`config.mk`:
```
export PLATFORM = sky130hd
export DESIGN_NAME = ipv6_custody_option_editor_top_flat
export DESIGN_NICKNAME = d
export VERILOG_FILES = /design/src/rtl/core/coe_pkg.sv /design/src/rtl/core/coe_in_if.sv /design/src/rtl/core/coe_out_if.sv /design/src/rtl/core/coe_cfg_if.sv /design/src/rtl/core/ipv6_custody_option_editor_top.sv /design/src/rtl/core/coe_cell.sv /design/src/rtl/core/coe_chain.sv /design/src/flat_wrapper.sv
export VERILOG_INCLUDE_DIRS = /design/src /design/src/rtl/core
export SDC_FILE = /design/constraint.sdc
export NUM_CORES = 1
export LEC_CHECK = 0
export ABC_CLOCK_PERIOD_IN_PS = 36800
export BUFFER_PORTS_ARGS = -buffer_cell sky130_fd_sc_hd__buf_2
export CORE_UTILIZATION = 50
export DETAILED_ROUTE_END_ITERATION = 10
export GPL_ROUTABILITY_DRIVEN = 1
export PLACE_DENSITY = 0.67
export SLEW_MARGIN = 20
export SYNTH_ARGS = -nofsm -noshare
export SYNTH_HDL_FRONTEND = slang
export SYNTH_SLANG_ARGS = --single-unit
```
`constraint.sdc`:
```
create_clock -name i_clk -period 36.8 [get_ports i_clk]
set_input_delay 3.68 -clock i_clk [delete_from_list [all_inputs] [get_ports i_clk]]
set_output_delay 3.68 -clock i_clk [all_outputs]
set_load 0.05 [all_outputs]
```
`src/rtl/core/ipv6_custody_option_editor_top_assert.svh`:
```
// Assertion macros for the custody option editor.
`ifndef IPV6_CUSTODY_OPTION_EDITOR_TOP_ASSERT_SVH
`define IPV6_CUSTODY_OPTION_EDITOR_TOP_ASSERT_SVH

`ifndef SYNTHESIS
`define COE_ASSERT_ALWAYS(label, expr, msg) \
    label: assert property (@(posedge i_clk) disable iff (!i_rst_n) (expr)) \
        else $error(msg);
`define COE_ASSERT_IMPLY(label, ante, cons, msg) \
    label: assert property (@(posedge i_clk) disable iff (!i_rst_n) (ante) |-> (cons)) \
        else $error(msg);
`define COE_ASSERT_NEXT(label, ante, cons, msg) \
    label: assert property (@(posedge i_clk) disable iff (!i_rst_n) (ante) |=> (cons)) \
        else $error(msg);
`else
`define COE_ASSERT_ALWAYS(label, expr, msg)
`define COE_ASSERT_IMPLY(label, ante, cons, msg)
`define COE_ASSERT_NEXT(label, ante, cons, msg)
`endif

`endif

```
`src/rtl/core/coe_pkg.sv`:
```
package coe_pkg;

    typedef logic [7:0] t_byte;

    localparam int IP_HEADER_BYTES     = 40;
    localparam int OPTION_HEADER_BYTES = 24;
    localparam int STORE_BYTES         = IP_HEADER_BYTES + OPTION_HEADER_BYTES;
    localparam int ADDR_BYTES          = 16;
    localparam int POS_W               = $clog2(STORE_BYTES + 1);
    localparam int IDX_W               = $clog2(STORE_BYTES);

    localparam int PLEN_HI_OFS   = 4;
    localparam int PLEN_LO_OFS   = 5;
    localparam int NEXTH_OFS     = 6;
    localparam int OPT_NH_OFS    = IP_HEADER_BYTES;
    localparam int OPT_LEN_OFS   = IP_HEADER_BYTES + 1;
    localparam int OPT_TYPE_OFS  = IP_HEADER_BYTES + 2;
    localparam int OPT_ALEN_OFS  = IP_HEADER_BYTES + 3;
    localparam int ADDR_OFS      = IP_HEADER_BYTES + 4;
    localparam int ADDR_END      = ADDR_OFS + ADDR_BYTES;

    localparam t_byte OPT_LEN_CODE  = t_byte'(OPTION_HEADER_BYTES / 8 - 1);
    localparam t_byte ADDR_LEN_CODE = t_byte'(ADDR_BYTES);

    typedef enum logic [1:0] {
        MODE_ADD,
        MODE_STRIP,
        MODE_UPDATE,
        MODE_EXTRACT
    } t_mode;

    typedef enum logic [1:0] {
        CFG_EDIT_MODE,
        CFG_CUST_HIGH,
        CFG_CUST_LOW,
        CFG_TYPE_CODE
    } t_cfg_index;

    typedef enum logic [1:0] {
        STAT_OK,
        STAT_SHORT,
        STAT_NO_HBH,
        STAT_WRONG_OPT
    } t_status;

    typedef enum logic [1:0] {
        S_BUFFER,
        S_ALIGN,
        S_EMIT,
        S_PASS
    } t_state;

    typedef t_byte [STORE_BYTES-1:0] t_chain;

    typedef struct packed {
        logic  shift;
        t_byte din;
    } t_chain_ctl;

    function automatic t_byte addr_byte(input logic [8*ADDR_BYTES-1:0] addr,
                                        input logic [3:0] k);
        return addr[{~k, 3'b000} +: 8];
    endfunction

endpackage

```
`src/rtl/core/coe_in_if.sv`:
```
interface coe_in_if;
    logic       valid;
    logic       ready;
    logic [7:0] in_byte;
    logic       in_last;

    modport source (output valid, output in_byte, output in_last, input ready);
    modport sink   (input valid, input in_byte, input in_last, output ready);
endinterface

```
`src/rtl/core/coe_out_if.sv`:
```
interface coe_out_if;
    logic       valid;
    logic       ready;
    logic [7:0] out_byte;
    logic       out_last;
    logic       is_custodian_byte;
    logic [1:0] edit_status;

    modport source (output valid, output out_byte, output out_last,
                    output is_custodian_byte, output edit_status, input ready);
    modport sink   (input valid, input out_byte, input out_last,
                    input is_custodian_byte, input edit_status, output ready);
endinterface

```
`src/rtl/core/coe_cfg_if.sv`:
```
interface coe_cfg_if;
    logic        valid;
    logic        ready;
    logic [1:0]  index;
    logic [63:0] data;

    modport source (output valid, output index, output data, input ready);
    modport sink   (input valid, input index, input data, output ready);
endinterface

```
`src/rtl/core/ipv6_custody_option_editor_top.sv`:
```
// IPv6 custody option editor. Packet bytes enter on i_in, one item per byte with in_last on
// the final byte, and edited bytes leave on o_out. Registers are written on i_cfg, which is
// always ready; the user must write them only while no packet is in flight, and the block
// itself does not enforce it. The first header bytes shift into a row of 64 byte cells
// at one item per cycle and produce no output. At the edit point (the 40th byte for an
// insertion, else the 64th byte, or an earlier final byte) input stalls while the row is
// unloaded: the row first shifts until the oldest byte reaches its end, then one byte
// leaves per cycle while the receiver is ready, for 64 bytes, or 40 when stripping an
// option, or the bytes held for a short packet. Bytes after the edit point pass through
// the output register, one per cycle while the receiver is ready.
// A stalled receiver holds the output register; the unload and the pass-through wait for it.
// edit_status is valid on the final byte only and reads zero elsewhere.
// Reset returns the registers to add mode, a zero custodian and option type 30, and the block
// waits for the first byte of a packet; the cell row needs no clearing.
`include "ipv6_custody_option_editor_top_assert.svh"

module ipv6_custody_option_editor_top
    import coe_pkg::*;
(
    input  logic         i_clk,
    input  logic         i_rst_n,
    coe_in_if.sink       i_in,
    coe_out_if.source    o_out,
    coe_cfg_if.sink      i_cfg
);

    localparam int ADD_PLEN_HI   = IP_HEADER_BYTES - 2 - PLEN_HI_OFS;
    localparam int ADD_PLEN_LO   = IP_HEADER_BYTES - 2 - PLEN_LO_OFS;
    localparam int ADD_NEXTH     = IP_HEADER_BYTES - 2 - NEXTH_OFS;
    localparam int FULL_PLEN_HI  = STORE_BYTES - 2 - PLEN_HI_OFS;
    localparam int FULL_PLEN_LO  = STORE_BYTES - 2 - PLEN_LO_OFS;
    localparam int FULL_NEXTH    = STORE_BYTES - 2 - NEXTH_OFS;
    localparam int FULL_OPT_NH   = STORE_BYTES - 2 - OPT_NH_OFS;
    localparam int FULL_OPT_TYPE = STORE_BYTES - 2 - OPT_TYPE_OFS;
    localparam int FULL_OPT_ALEN = STORE_BYTES - 2 - OPT_ALEN_OFS;
    localparam int OUT_TAP       = STORE_BYTES - 1;

    t_mode        r_edit_mode;
    logic [63:0]  r_cust_high;
    logic [63:0]  r_cust_low;
    t_byte        r_type_code;

    t_state             r_state, n_state;
    logic [POS_W-1:0]   r_pos, n_pos;
    logic [IDX_W-1:0]   r_idx, n_idx;
    logic [POS_W-1:0]   r_count, n_count;
    logic               r_last_pending, n_last_pending;
    t_status            r_status, n_status;
    logic               r_hdr_mod, n_hdr_mod;
    logic               r_opt_gen, n_opt_gen;
    logic               r_addr_upd, n_addr_upd;
    logic               r_flag, n_flag;
    logic [15:0]        r_plen, n_plen;
    t_byte              r_nexth, n_nexth;
    t_byte              r_opt_nh, n_opt_nh;

    logic               r_out_valid, n_out_valid;
    t_byte              r_out_byte, n_out_byte;
    logic               r_out_last, n_out_last;
    logic               r_out_flag, n_out_flag;
    t_status            r_out_status, n_out_status;

    t_chain             w_cells;
    t_chain_ctl         w_ctl;
    logic               w_out_free;
    logic               w_in_ready;
    logic               w_accept;
    logic [POS_W-1:0]   w_pos_next;
    logic               w_hbh;
    logic               w_match;
    logic               w_in_addr;
    logic [3:0]         w_addr_k;
    t_byte              w_emit_byte;
    logic               w_emit_flag;
    logic [8*ADDR_BYTES-1:0] w_addr;

    coe_chain u_chain (
        .i_clk   (i_clk),
        .i_ctl   (w_ctl),
        .o_cells (w_cells)
    );

    always_ff @(posedge i_clk) begin
        if (!i_rst_n) begin
            r_edit_mode <= MODE_ADD;
            r_cust_high <= '0;
            r_cust_low  <= '0;
            r_type_code <= 8'd30;
        end else if (i_cfg.valid) begin
            case (t_cfg_index'(i_cfg.index))
                CFG_EDIT_MODE: r_edit_mode <= t_mode'(i_cfg.data[1:0]);
                CFG_CUST_HIGH: r_cust_high <= i_cfg.data;
                CFG_CUST_LOW:  r_cust_low  <= i_cfg.data;
                CFG_TYPE_CODE: r_type_code <= i_cfg.data[7:0];
                default:       r_type_code <= r_type_code;
            endcase
        end
    end

    assign i_cfg.ready = 1'b1;
    assign w_addr      = {r_cust_high, r_cust_low};

    always_comb begin
        w_in_addr   = (r_idx >= IDX_W'(ADDR_OFS)) && (r_idx < IDX_W'(ADDR_END));
        w_addr_k    = 4'(r_idx - IDX_W'(ADDR_OFS));
        w_emit_byte = w_cells[OUT_TAP];
        if (r_hdr_mod) begin
            if (r_idx == IDX_W'(PLEN_HI_OFS)) begin
                w_emit_byte = r_plen[15:8];
            end else if (r_idx == IDX_W'(PLEN_LO_OFS)) begin
                w_emit_byte = r_plen[7:0];
            end else if (r_idx == IDX_W'(NEXTH_OFS)) begin
                w_emit_byte = r_nexth;
            end
        end
        if (r_opt_gen && r_idx >= IDX_W'(OPT_NH_OFS)) begin
            if (r_idx == IDX_W'(OPT_NH_OFS)) begin
                w_emit_byte = r_opt_nh;
            end else if (r_idx == IDX_W'(OPT_LEN_OFS)) begin
                w_emit_byte = OPT_LEN_CODE;
            end else if (r_idx == IDX_W'(OPT_TYPE_OFS)) begin
                w_emit_byte = r_type_code;
            end else if (r_idx == IDX_W'(OPT_ALEN_OFS)) begin
                w_emit_byte = ADDR_LEN_CODE;
            end else if (w_in_addr) begin
                w_emit_byte = addr_byte(w_addr, w_addr_k);
            end else begin
                w_emit_byte = '0;
            end
        end
        if (r_addr_upd && w_in_addr) begin
            w_emit_byte = addr_byte(w_addr, w_addr_k);
        end
        w_emit_flag = r_flag && w_in_addr;
    end

    assign w_out_free = !r_out_valid || o_out.ready;
    assign w_in_ready = (r_state == S_BUFFER) || ((r_state == S_PASS) && w_out_free);
    assign w_accept   = i_in.valid && w_in_ready;
    assign w_pos_next = r_pos + POS_W'(1);
    assign w_hbh      = w_cells[FULL_NEXTH] == '0;
    assign w_match    = (w_cells[FULL_OPT_TYPE] == r_type_code) &&
                        (w_cells[FULL_OPT_ALEN] == ADDR_LEN_CODE);

    always_comb begin
        n_state        = r_state;
        n_pos          = r_pos;
        n_idx          = r_idx;
        n_count        = r_count;
        n_last_pending = r_last_pending;
        n_status       = r_status;
        n_hdr_mod      = r_hdr_mod;
        n_opt_gen      = r_opt_gen;
        n_addr_upd     = r_addr_upd;
        n_flag         = r_flag;
        n_plen         = r_plen;
        n_nexth        = r_nexth;
        n_opt_nh       = r_opt_nh;
        n_out_valid    = r_out_valid && !o_out.ready;
        n_out_byte     = r_out_byte;
        n_out_last     = r_out_last;
        n_out_flag     = r_out_flag;
        n_out_status   = r_out_status;
        w_ctl.shift    = 1'b0;
        w_ctl.din      = i_in.in_byte;

        case (r_state)
            S_BUFFER: begin
                if (w_accept) begin
                    w_ctl.shift    = 1'b1;
                    n_pos          = w_pos_next;
                    n_idx          = '0;
                    n_count        = POS_W'(STORE_BYTES);
                    n_last_pending = i_in.in_last;
                    n_hdr_mod      = 1'b0;
                    n_opt_gen      = 1'b0;
                    n_addr_upd     = 1'b0;
                    n_flag         = 1'b0;
                    if (w_pos_next == POS_W'(IP_HEADER_BYTES) &&
                        (r_edit_mode == MODE_ADD ||
                         (r_edit_mode == MODE_UPDATE && w_cells[ADD_NEXTH] != '0))) begin
                        n_hdr_mod = 1'b1;
                        n_opt_gen = 1'b1;
                        n_plen    = {w_cells[ADD_PLEN_HI], w_cells[ADD_PLEN_LO]} +
                                    16'(OPTION_HEADER_BYTES);
                        n_nexth   = '0;
                        n_opt_nh  = w_cells[ADD_NEXTH];
                        n_state   = S_ALIGN;
                    end else if (w_pos_next == POS_W'(STORE_BYTES)) begin
                        n_state = S_EMIT;
                        case (r_edit_mode)
                            MODE_STRIP: begin
                                if (!w_hbh) begin
                                    n_status = STAT_NO_HBH;
                                end else begin
                                    n_hdr_mod = 1'b1;
                                    n_count   = POS_W'(IP_HEADER_BYTES);
                                    n_plen    = {w_cells[FULL_PLEN_HI], w_cells[FULL_PLEN_LO]} -
                                                16'(OPTION_HEADER_BYTES);
                                    n_nexth   = w_cells[FULL_OPT_NH];
                                end
                            end
                            MODE_EXTRACT: begin
                                if (!w_hbh) begin
                                    n_status = STAT_NO_HBH;
                                end else if (!w_match) begin
                                    n_status = STAT_WRONG_OPT;
                                end
                                n_flag = w_hbh && w_match;
                            end
                            MODE_UPDATE: begin
                                if (w_hbh && w_match) begin
                                    n_addr_upd = 1'b1;
                                end else if (w_hbh) begin
                                    n_hdr_mod = 1'b1;
                                    n_opt_gen = 1'b1;
                                    n_plen    = {w_cells[FULL_PLEN_HI], w_cells[FULL_PLEN_LO]};
                                    n_nexth   = '0;
                                    n_opt_nh  = w_cells[FULL_OPT_NH];
                                end
                            end
                            default: begin
                                n_flag = 1'b0;
                            end
                        endcase
                    end else if (i_in.in_last) begin
                        n_status = STAT_SHORT;
                        n_count  = w_pos_next;
                        n_state  = S_ALIGN;
                    end
                end
            end
            S_ALIGN: begin
                w_ctl.shift = 1'b1;
                w_ctl.din   = '0;
                n_pos       = w_pos_next;
                if (w_pos_next == POS_W'(STORE_BYTES)) begin
                    n_state = S_EMIT;
                end
            end
            S_EMIT: begin
                if (w_out_free) begin
                    w_ctl.shift  = 1'b1;
                    w_ctl.din    = '0;
                    n_idx        = r_idx + IDX_W'(1);
                    n_out_valid  = 1'b1;
                    n_out_byte   = w_emit_byte;
                    n_out_flag   = w_emit_flag;
                    n_out_last   = 1'b0;
                    n_out_status = STAT_OK;
                    if (POS_W'(r_idx) + POS_W'(1) == r_count) begin
                        if (r_last_pending) begin
                            n_out_last   = 1'b1;
                            n_out_status = r_status;
                            n_status     = STAT_OK;
                            n_pos        = '0;
                            n_state      = S_BUFFER;
                        end else begin
                            n_state = S_PASS;
                        end
                    end
                end
            end
            S_PASS: begin
                if (w_accept) begin
                    n_out_valid  = 1'b1;
                    n_out_byte   = i_in.in_byte;
                    n_out_flag   = 1'b0;
                    n_out_last   = i_in.in_last;
                    n_out_status = i_in.in_last ? r_status : STAT_OK;
                    if (i_in.in_last) begin
                        n_status = STAT_OK;
                        n_pos    = '0;
                        n_state  = S_BUFFER;
                    end
                end
            end
            default: begin
                n_state = S_BUFFER;
            end
        endcase
    end

    always_ff @(posedge i_clk) begin
        if (!i_rst_n) begin
            r_state        <= S_BUFFER;
            r_pos          <= '0;
            r_status       <= STAT_OK;
            r_last_pending <= 1'b0;
            r_out_valid    <= 1'b0;
        end else begin
            r_state        <= n_state;
            r_pos          <= n_pos;
            r_status       <= n_status;
            r_last_pending <= n_last_pending;
            r_out_valid    <= n_out_valid;
        end
    end

    always_ff @(posedge i_clk) begin
        r_idx        <= n_idx;
        r_count      <= n_count;
        r_hdr_mod    <= n_hdr_mod;
        r_opt_gen    <= n_opt_gen;
        r_addr_upd   <= n_addr_upd;
        r_flag       <= n_flag;
        r_plen       <= n_plen;
        r_nexth      <= n_nexth;
        r_opt_nh     <= n_opt_nh;
        r_out_byte   <= n_out_byte;
        r_out_last   <= n_out_last;
        r_out_flag   <= n_out_flag;
        r_out_status <= n_out_status;
    end

    assign i_in.ready              = w_in_ready;
    assign o_out.valid             = r_out_valid;
    assign o_out.out_byte          = r_out_byte;
    assign o_out.out_last          = r_out_last;
    assign o_out.is_custodian_byte = r_out_flag;
    assign o_out.edit_status       = r_out_status;

    `COE_ASSERT_ALWAYS(a_pos_bound, r_pos <= POS_W'(STORE_BYTES),
        "Byte position ran past the cell row.")
    `COE_ASSERT_IMPLY(a_emit_range, r_state == S_EMIT, POS_W'(r_idx) < r_count,
        "Unload index ran past the item count.")
    `COE_ASSERT_NEXT(a_align_done, r_state == S_ALIGN && w_pos_next == POS_W'(STORE_BYTES),
        r_state == S_EMIT, "Alignment did not hand over to the unload.")
    `COE_ASSERT_NEXT(a_pass_restart, r_state == S_PASS && w_accept && i_in.in_last,
        r_state == S_BUFFER && r_pos == '0, "Final byte did not restart buffering.")

endmodule

```
`src/rtl/core/coe_cell.sv`:
```
module coe_cell
    import coe_pkg::*;
(
    input  logic  i_clk,
    input  logic  i_shift,
    input  t_byte i_din,
    output t_byte o_q
);

    t_byte r_q;

    always_ff @(posedge i_clk) begin
        if (i_shift) begin
            r_q <= i_din;
        end
    end

    assign o_q = r_q;

endmodule

```
`src/rtl/core/coe_chain.sv`:
```
module coe_chain
    import coe_pkg::*;
(
    input  logic       i_clk,
    input  t_chain_ctl i_ctl,
    output t_chain     o_cells
);

    t_chain w_cells;

    for (genvar k = 0; k < STORE_BYTES; k++) begin : g_cell
        t_byte w_din;
        if (k == 0) begin : g_head
            assign w_din = i_ctl.din;
        end else begin : g_body
            assign w_din = w_cells[k-1];
        end
        coe_cell u_cell (
            .i_clk   (i_clk),
            .i_shift (i_ctl.shift),
            .i_din   (w_din),
            .o_q     (w_cells[k])
        );
    end

    assign o_cells = w_cells;

endmodule

```
`src/flat_wrapper.sv`:
```
// flat-port wrapper written by rule: the top's interface ports become plain ports
module ipv6_custody_option_editor_top_flat import coe_pkg::*;
  (i_clk, i_rst_n, i_in_valid, i_in_in_byte, i_in_in_last, i_in_ready, o_out_valid, o_out_out_byte, o_out_out_last, o_out_is_custodian_byte, o_out_edit_status, o_out_ready, i_cfg_valid, i_cfg_index, i_cfg_data, i_cfg_ready);
  coe_in_if i_in_i ();
  coe_out_if o_out_i ();
  coe_cfg_if i_cfg_i ();
  input  logic i_clk;
  input  logic i_rst_n;
  input wire logic [$bits(i_in_i.valid)-1:0] i_in_valid;
  input wire logic [$bits(i_in_i.in_byte)-1:0] i_in_in_byte;
  input wire logic [$bits(i_in_i.in_last)-1:0] i_in_in_last;
  output wire logic [$bits(i_in_i.ready)-1:0] i_in_ready;
  output wire logic [$bits(o_out_i.valid)-1:0] o_out_valid;
  output wire logic [$bits(o_out_i.out_byte)-1:0] o_out_out_byte;
  output wire logic [$bits(o_out_i.out_last)-1:0] o_out_out_last;
  output wire logic [$bits(o_out_i.is_custodian_byte)-1:0] o_out_is_custodian_byte;
  output wire logic [$bits(o_out_i.edit_status)-1:0] o_out_edit_status;
  input wire logic [$bits(o_out_i.ready)-1:0] o_out_ready;
  input wire logic [$bits(i_cfg_i.valid)-1:0] i_cfg_valid;
  input wire logic [$bits(i_cfg_i.index)-1:0] i_cfg_index;
  input wire logic [$bits(i_cfg_i.data)-1:0] i_cfg_data;
  output wire logic [$bits(i_cfg_i.ready)-1:0] i_cfg_ready;
  assign i_in_i.valid = i_in_valid;
  assign i_in_i.in_byte = i_in_in_byte;
  assign i_in_i.in_last = i_in_in_last;
  assign i_in_ready = i_in_i.ready;
  assign o_out_valid = o_out_i.valid;
  assign o_out_out_byte = o_out_i.out_byte;
  assign o_out_out_last = o_out_i.out_last;
  assign o_out_is_custodian_byte = o_out_i.is_custodian_byte;
  assign o_out_edit_status = o_out_i.edit_status;
  assign o_out_i.ready = o_out_ready;
  assign i_cfg_i.valid = i_cfg_valid;
  assign i_cfg_i.index = i_cfg_index;
  assign i_cfg_i.data = i_cfg_data;
  assign i_cfg_ready = i_cfg_i.ready;
  ipv6_custody_option_editor_top u_core (.i_clk(i_clk), .i_rst_n(i_rst_n), .i_in(i_in_i), .o_out(o_out_i), .i_cfg(i_cfg_i));
endmodule
```
# Word level (Yosys, flattened, before mapping)
# Index checks and enable logic that the tools add are counted.
[classes]
addsub = 6
order_cmp = 3
n_eq_ne = 38
shifts = 1
n_mux = 93
n_bitwise = 4
reduce_logical = 42
[op_table]
columns = ["operator", "count"]
rows = [
  ["2-to-1 mux 8 bit", 21],
  ["variable part select 128 x 8 -> 8 bit", 1],
  ["2-to-1 mux 16 bit", 5],
  ["2-to-1 mux 7 bit", 10],
  ["2-to-1 mux 2 bit", 24],
  ["case mux 8 bit (2 select lines)", 3],
  ["case mux 16 bit (2 select lines)", 1],
  ["case mux 7 bit (4 select lines)", 1],
  ["== test 6 bit, second input constant", 4],
  ["== test 6 x 3 -> 1 bit, second input constant", 3],
  ["adder 16 x 5 -> 16 bit, second input constant", 1],
  ["subtractor 16 x 5 -> 16 bit, second input constant", 1],
  ["2-to-1 mux 1 bit", 15],
  ["inequality test 2 x 1 -> 1 bit, second input constant", 7],
  ["AND reduction 7 bit", 2],
  ["== test 2 bit, second input constant", 6],
  [">= comparator 6 bit, second input constant", 2],
  ["2-to-1 mux 6 bit", 2],
  ["inequality test 4 bit, second input constant", 3],
  ["case mux 6 bit (2 select lines)", 1],
  ["AND reduction 12 bit", 1],
  ["AND reduction 6 bit", 2],
  ["logical AND 1 bit", 11],
  ["AND reduction 2 bit", 5],
  ["33 further kinds", 55],
]
[word_totals]
regBits = 724
inputBits = 80
output_inout_bits = 15

# Longest topological paths before layout
[logic_depth]
depth_word = 12
mapped_depth = 13
ltp_nobuf = 9

# Hierarchy
# Synthesis repeated with hierarchy kept, for this count alone.
[hier_totals]
cells_unflattened = 1738
area_unflattened_um2 = 26705.6
[modules_own_cells]
columns = ["mod", "n_inst", "cells_per_inst", "area_each_um2"]
rows = [
  ["coe_cell", 64, 8, 240.2],
  ["ipv6_custody_option_editor_top", 1, 1226, 11330.9],
]

# Worst setup path before layout
# Ideal clock, no wire load.
[synth_timing]
path_type = "input to register"
from = "input port i_in_valid"
to = "register u_core.u_chain.g_cell[0].u_cell.r_q[0], enable pin"
t_arrival_ns = 28.684
t_required_ns = 35.242
setup_slack_ns = 6.558
stages = 4
cell_sequence = "nand2_1 inv_1 nor2_1 a21oi_1"
[synth_via]
elab_chain_len = 3
[synth_lines]
columns = ["element", "line", "rtl"]
rows = [
  ["start: declaration", "flat_wrapper.sv:9", "input wire logic [$bits(i_in_i.valid)-1:0] i_in_valid;"],
  ["logical AND 1 bit", "ipv6_custody_option_editor_top.sv:139", "assign w_accept = i_in.valid && w_in_ready;"],
  ["2-to-1 mux 1 bit", "ipv6_custody_option_editor_top.sv:169", "if (w_accept) begin"],
  ["case mux 1 bit (3 select lines)", "ipv6_custody_option_editor_top.sv:167", "case (r_state)"],
  ["net u_core.u_chain.g_cell[0].u_cell.i_shift", "coe_cell.sv:5", "input logic i_shift,"],
  ["end signal: assignment", "coe_cell.sv:14", "r_q <= i_din;"],
  ["end: declaration", "coe_cell.sv:10", "t_byte r_q;"],
]
# The timed path passes the listed nets, and every way through them passes these cells.
# A chain may end at the register's enable or synchronous reset.

# Final worst setup path
[layout_timing]
from = "input port o_out_ready"
to = "output port i_in_ready"
[layout_via]
elab_chain_len = 3
[layout_lines]
columns = ["element", "line", "rtl"]
rows = [
  ["start: declaration", "flat_wrapper.sv:18", "input wire logic [$bits(o_out_i.ready)-1:0] o_out_ready;"],
  ["logical OR 1 bit", "ipv6_custody_option_editor_top.sv:137", "assign w_out_free = !r_out_valid || o_out.ready;"],
  ["logical AND 1 bit", "ipv6_custody_option_editor_top.sv:138", "assign w_in_ready = (r_state == S_BUFFER) || ((r_state == S_PASS) && w_out_free);"],
  ["logical OR 1 bit", "ipv6_custody_option_editor_top.sv:138", ""],
  ["end: declaration", "flat_wrapper.sv:12", "output wire logic [$bits(i_in_i.ready)-1:0] i_in_ready;"],
]
# Every way passes these cells.

==> results_dict.tcl <==
set metrics [dict create \
    path_common_cell "buf_2" \
    setup_viol 0 \
    power_switching_uw 447 \
    wl_per_cell_um 19.5 \
    worstMarginPinSlew_ps 1110 \
    hp-start "u_core.u_chain.g_cell[2].u_cell.o_q[1]" \
    drt-pass1-iter-count 7 \
    crit_buf_inv 2 \
    cts-htree-levels 3 \
    drt_iter0_markers 1383 \
    synth-simple-area-share 0.0813 \
    rsz0062_at_grt "false" \
    gp_congestion 0.837 \
    critPathMaxFanout 6 \
    viasPerCell 5.46 \
    p_seq_frac 0.576 \
    grt_max_degree 191 \
    busiest_layer "met2" \
    yosysMostFrequentCell "edfxtp_1" \
    synthMuxAreaShare 0.0422 \
    finalWorstSetupSlack_ps 28720 \
    status "completed" \
    yosys-top-cells-area "edfxtp_1, dfxtp_1, nand2_1" \
    cp.required_ps 33120 \
    synthCells 1730 \
    grt_pass1_vias 13700 \
    fin_util 0.574 \
    drcViolationCount 0 \
    synth_top_area_frac 0.657 \
    cp-end-kind "output pin" \
    clock_path_buffers 3 \
    cts_hold_buf 0 \
    synth_area_leader_cell "edfxtp_1" \
    r2r_start "u_core.r_state[0]" \
    cts.sinks 724 \
    cts_made_buffers 73 \
    hold_viol_final 0 \
    max_stage_delay_ps 220 \
    ctsResizeCount 0 \
    met1_usage 0.272 \
    overflow 0 \
    num_io_pins 95 \
    portBuffers 93 \
    ant_nets 0 \
    clk_pin_slew_ps 60 \
    crit_chain "buf_2, nand2b_1, a21o_1, buf_2" \
    grt_use_met3 0.0429 \
    synth_xor_area_frac 0.0164 \
    criticalPathCategory "in -> out" \
    synth_common_cells "edfxtp_1, nand2_1, a21oi_1, dfxtp_1, clkbuf_1" \
    r2r-end "u_core.u_chain.g_cell[31].u_cell.o_q[3]" \
    fmax_mhz 124 \
    grt_usage 0.192 \
    syn_nets 1829 \
    ys_ff_latch 724 \
    max-cap-violations 0 \
    area_growth_pct 12.9 \
    p_clk_frac 0.358 \
    drive_above_1_share 0.148 \
    period_minus_slack_ps 8080 \
    startpoint_type "primary input" \
    slew_headroom 0.251 \
    final.period_utilization 0.219 \
    ys_async_sr_fraction 0 \
    synth_cell_type_count 71 \
    use_met2 0.290 \
    dpl.hpwl_um 31900 \
    cp.arrival_ps 4400 \
    synth_compound_area_frac 0.0605 \
    vdd_drop_max_mv 0.0406 \
    yosysSeqAreaShare 0.773 \
    synth_top_family_by_area "simple AND/OR/NAND/NOR gates" \
    pre_cts_ws_ps 28210 \
    synth_ff_type "edfxtp_1" \
    synth-adder-area-share 0.00908 \
    cts_setup_buffers 0 \
    grt_first_pass_wirelength_um 77500 \
    syn-cell-area_um2 26200 \
    path_delay_family "buffers and inverters" \
    p_total_uw 1950 \
    dieHeight_um 231 \
    insertion_delay_ps 600 \
    setup-tns-final_ps 0 \
    wirelength_um 49900 \
    die_x_um 231 \
    slowest_stage "nand2b_1" \
    powerDensity_nw_per_um2 66.0 \
    fp-row-count 83 \
    syn_avg_cell_area_um2 15.1 \
    internal_power_uw 1500 \
    slew_violations 0 \
    reg2reg_slack_ps 31120 \
    min_path_type "reg -> reg" \
    reg2reg_depth 10 \
    start_util 0.508 \
    dieArea_um2 53300 \
    holdPathEnd "u_core.u_chain.g_cell[3].u_cell.o_q[1]" \
    synth_edf_count 573 \
    p_leak_uw 0.00973 \
    pwr-share-comb 0.066 \
    whs_path_depth 0 \
    cts_tree "built" \
    vias 14000 \
    ys.warnings.count 0 \
    switching_share 0.229 \
    antenna_found_initial 5 \
    root_buffer "clkbuf_16" \
    num-nets-final 1927 \
    coreArea_um2 51500 \
    skew_ps 16.5 \
]
==> area by class of cell <==
cell class	instances	area, µm²
clock buffer	93	1950
sequential	724	20200
tap	680	851
clock inverter	33	287
multi-input combinational	896	5540
timing repair buffer	109	598
inverter	24	92.6
antenna	2	5.00
fill	4040	22000
==> cells in the final DEF, fill, tap and decap left out, types with 7 or more instances in the layout <==
cell       instances
and2_1            25
mux2i_1            7
dfxtp_1          151
nor4_1             8
ha_1              19
and3_1             7
nor3_1            14
a21oi_1          173
nand2_1          333
o21ai_1            8
xnor2_1           24
nand3_1           16
clkinv_2           7
mux4_2            40
clkbuf_16         75
o21ai_0           30
mux2_2            12
a22oi_1            7
buf_4             15
clkinv_1          13
buf_2             93
clkbuf_1          17
edfxtp_1         573
o22ai_1            7
nor2_1            51
inv_1             23
xor2_1            22
==> worst reg2reg max path, delay by kind of cell (launching register included) <==
kind / cells / cell delay [ps]
AOI/OAI and AO/OA: 1 / 160
buffers and inverters: 6 / 3990
adders and majority gates: 1 / 380
DFF: 1 / 340
and+or+nand+nor: 2 / 350
==> through the flow <==
step                      std cells  area (µm²)  hold WS (ps)
final                          2561       29600           413
after global routing           2559       29500           416
after CTS                      2559       29500           410
after detailed placement       2433       27300           405
after global placement         2433       27300           401
after floorplan                1730       26200           400
==> cell families (layout without fill, tap and decap cells) <==
family | after synthesis | in the layout
AOI/OAI and AO/OA | 277 | 277
xor gates and xnor gates | 47 | 47
and+or+nand+nor | 493 | 493
muxes | 59 | 59
other | 1 | 3
DFF | 724 | 724
adders and majority gates | 19 | 19
buffers and inverters | 110 | 259
==> worst max path at each step <==
stage                startpoint                                      end  slack [ps]  cells past startpoint
CTS                 o_out_ready                               i_in_ready       28720                      4
detailed placement   i_in_valid  u_core.u_chain.g_cell[29].u_cell.o_q[4]       28210                      9
global route         i_in_valid  u_core.u_chain.g_cell[30].u_cell.o_q[3]       28490                      9
finish              o_out_ready                               i_in_ready       28720                      4
floorplan            i_in_valid   u_core.u_chain.g_cell[0].u_cell.o_q[0]        6560                      4
global placement     i_in_valid  u_core.u_chain.g_cell[28].u_cell.o_q[1]       28310                      9
==> metal layers <==
layer | part of all wire | wire length (µm)
met1 | 0.44 | 22000
met2 | 0.46 | 23100
met3 | 0.062 | 3110
met4 | 0.034 | 1680
met5 | 0.0011 | 54
==> power by group through the flow <==
stage / clock network (µW) / registers, µW / logic (µW)
finish: 697 / 1120 / 129
global route: 747 / 1140 / 143
CTS: 714 / 1120 / 131
detailed placement: 0 / 1140 / 131
global placement: 0 / 1130 / 128
floorplan: 0 / 1230 / 93.7
==> state kept, by name, indices dropped and copies added (netlist names), 8 cells and up <==
register,count
u_core.u_chain.g_cell.u_cell.o_q,512
u_core.r_cust_high,64
u_core.r_cust_low,64
u_core.r_plen,16
u_core.o_out.out_byte,8
u_core.r_nexth,8
u_core.r_opt_nh,8
u_core.r_type_code,8
Note: power is estimated with default switching activity, not from simulation.
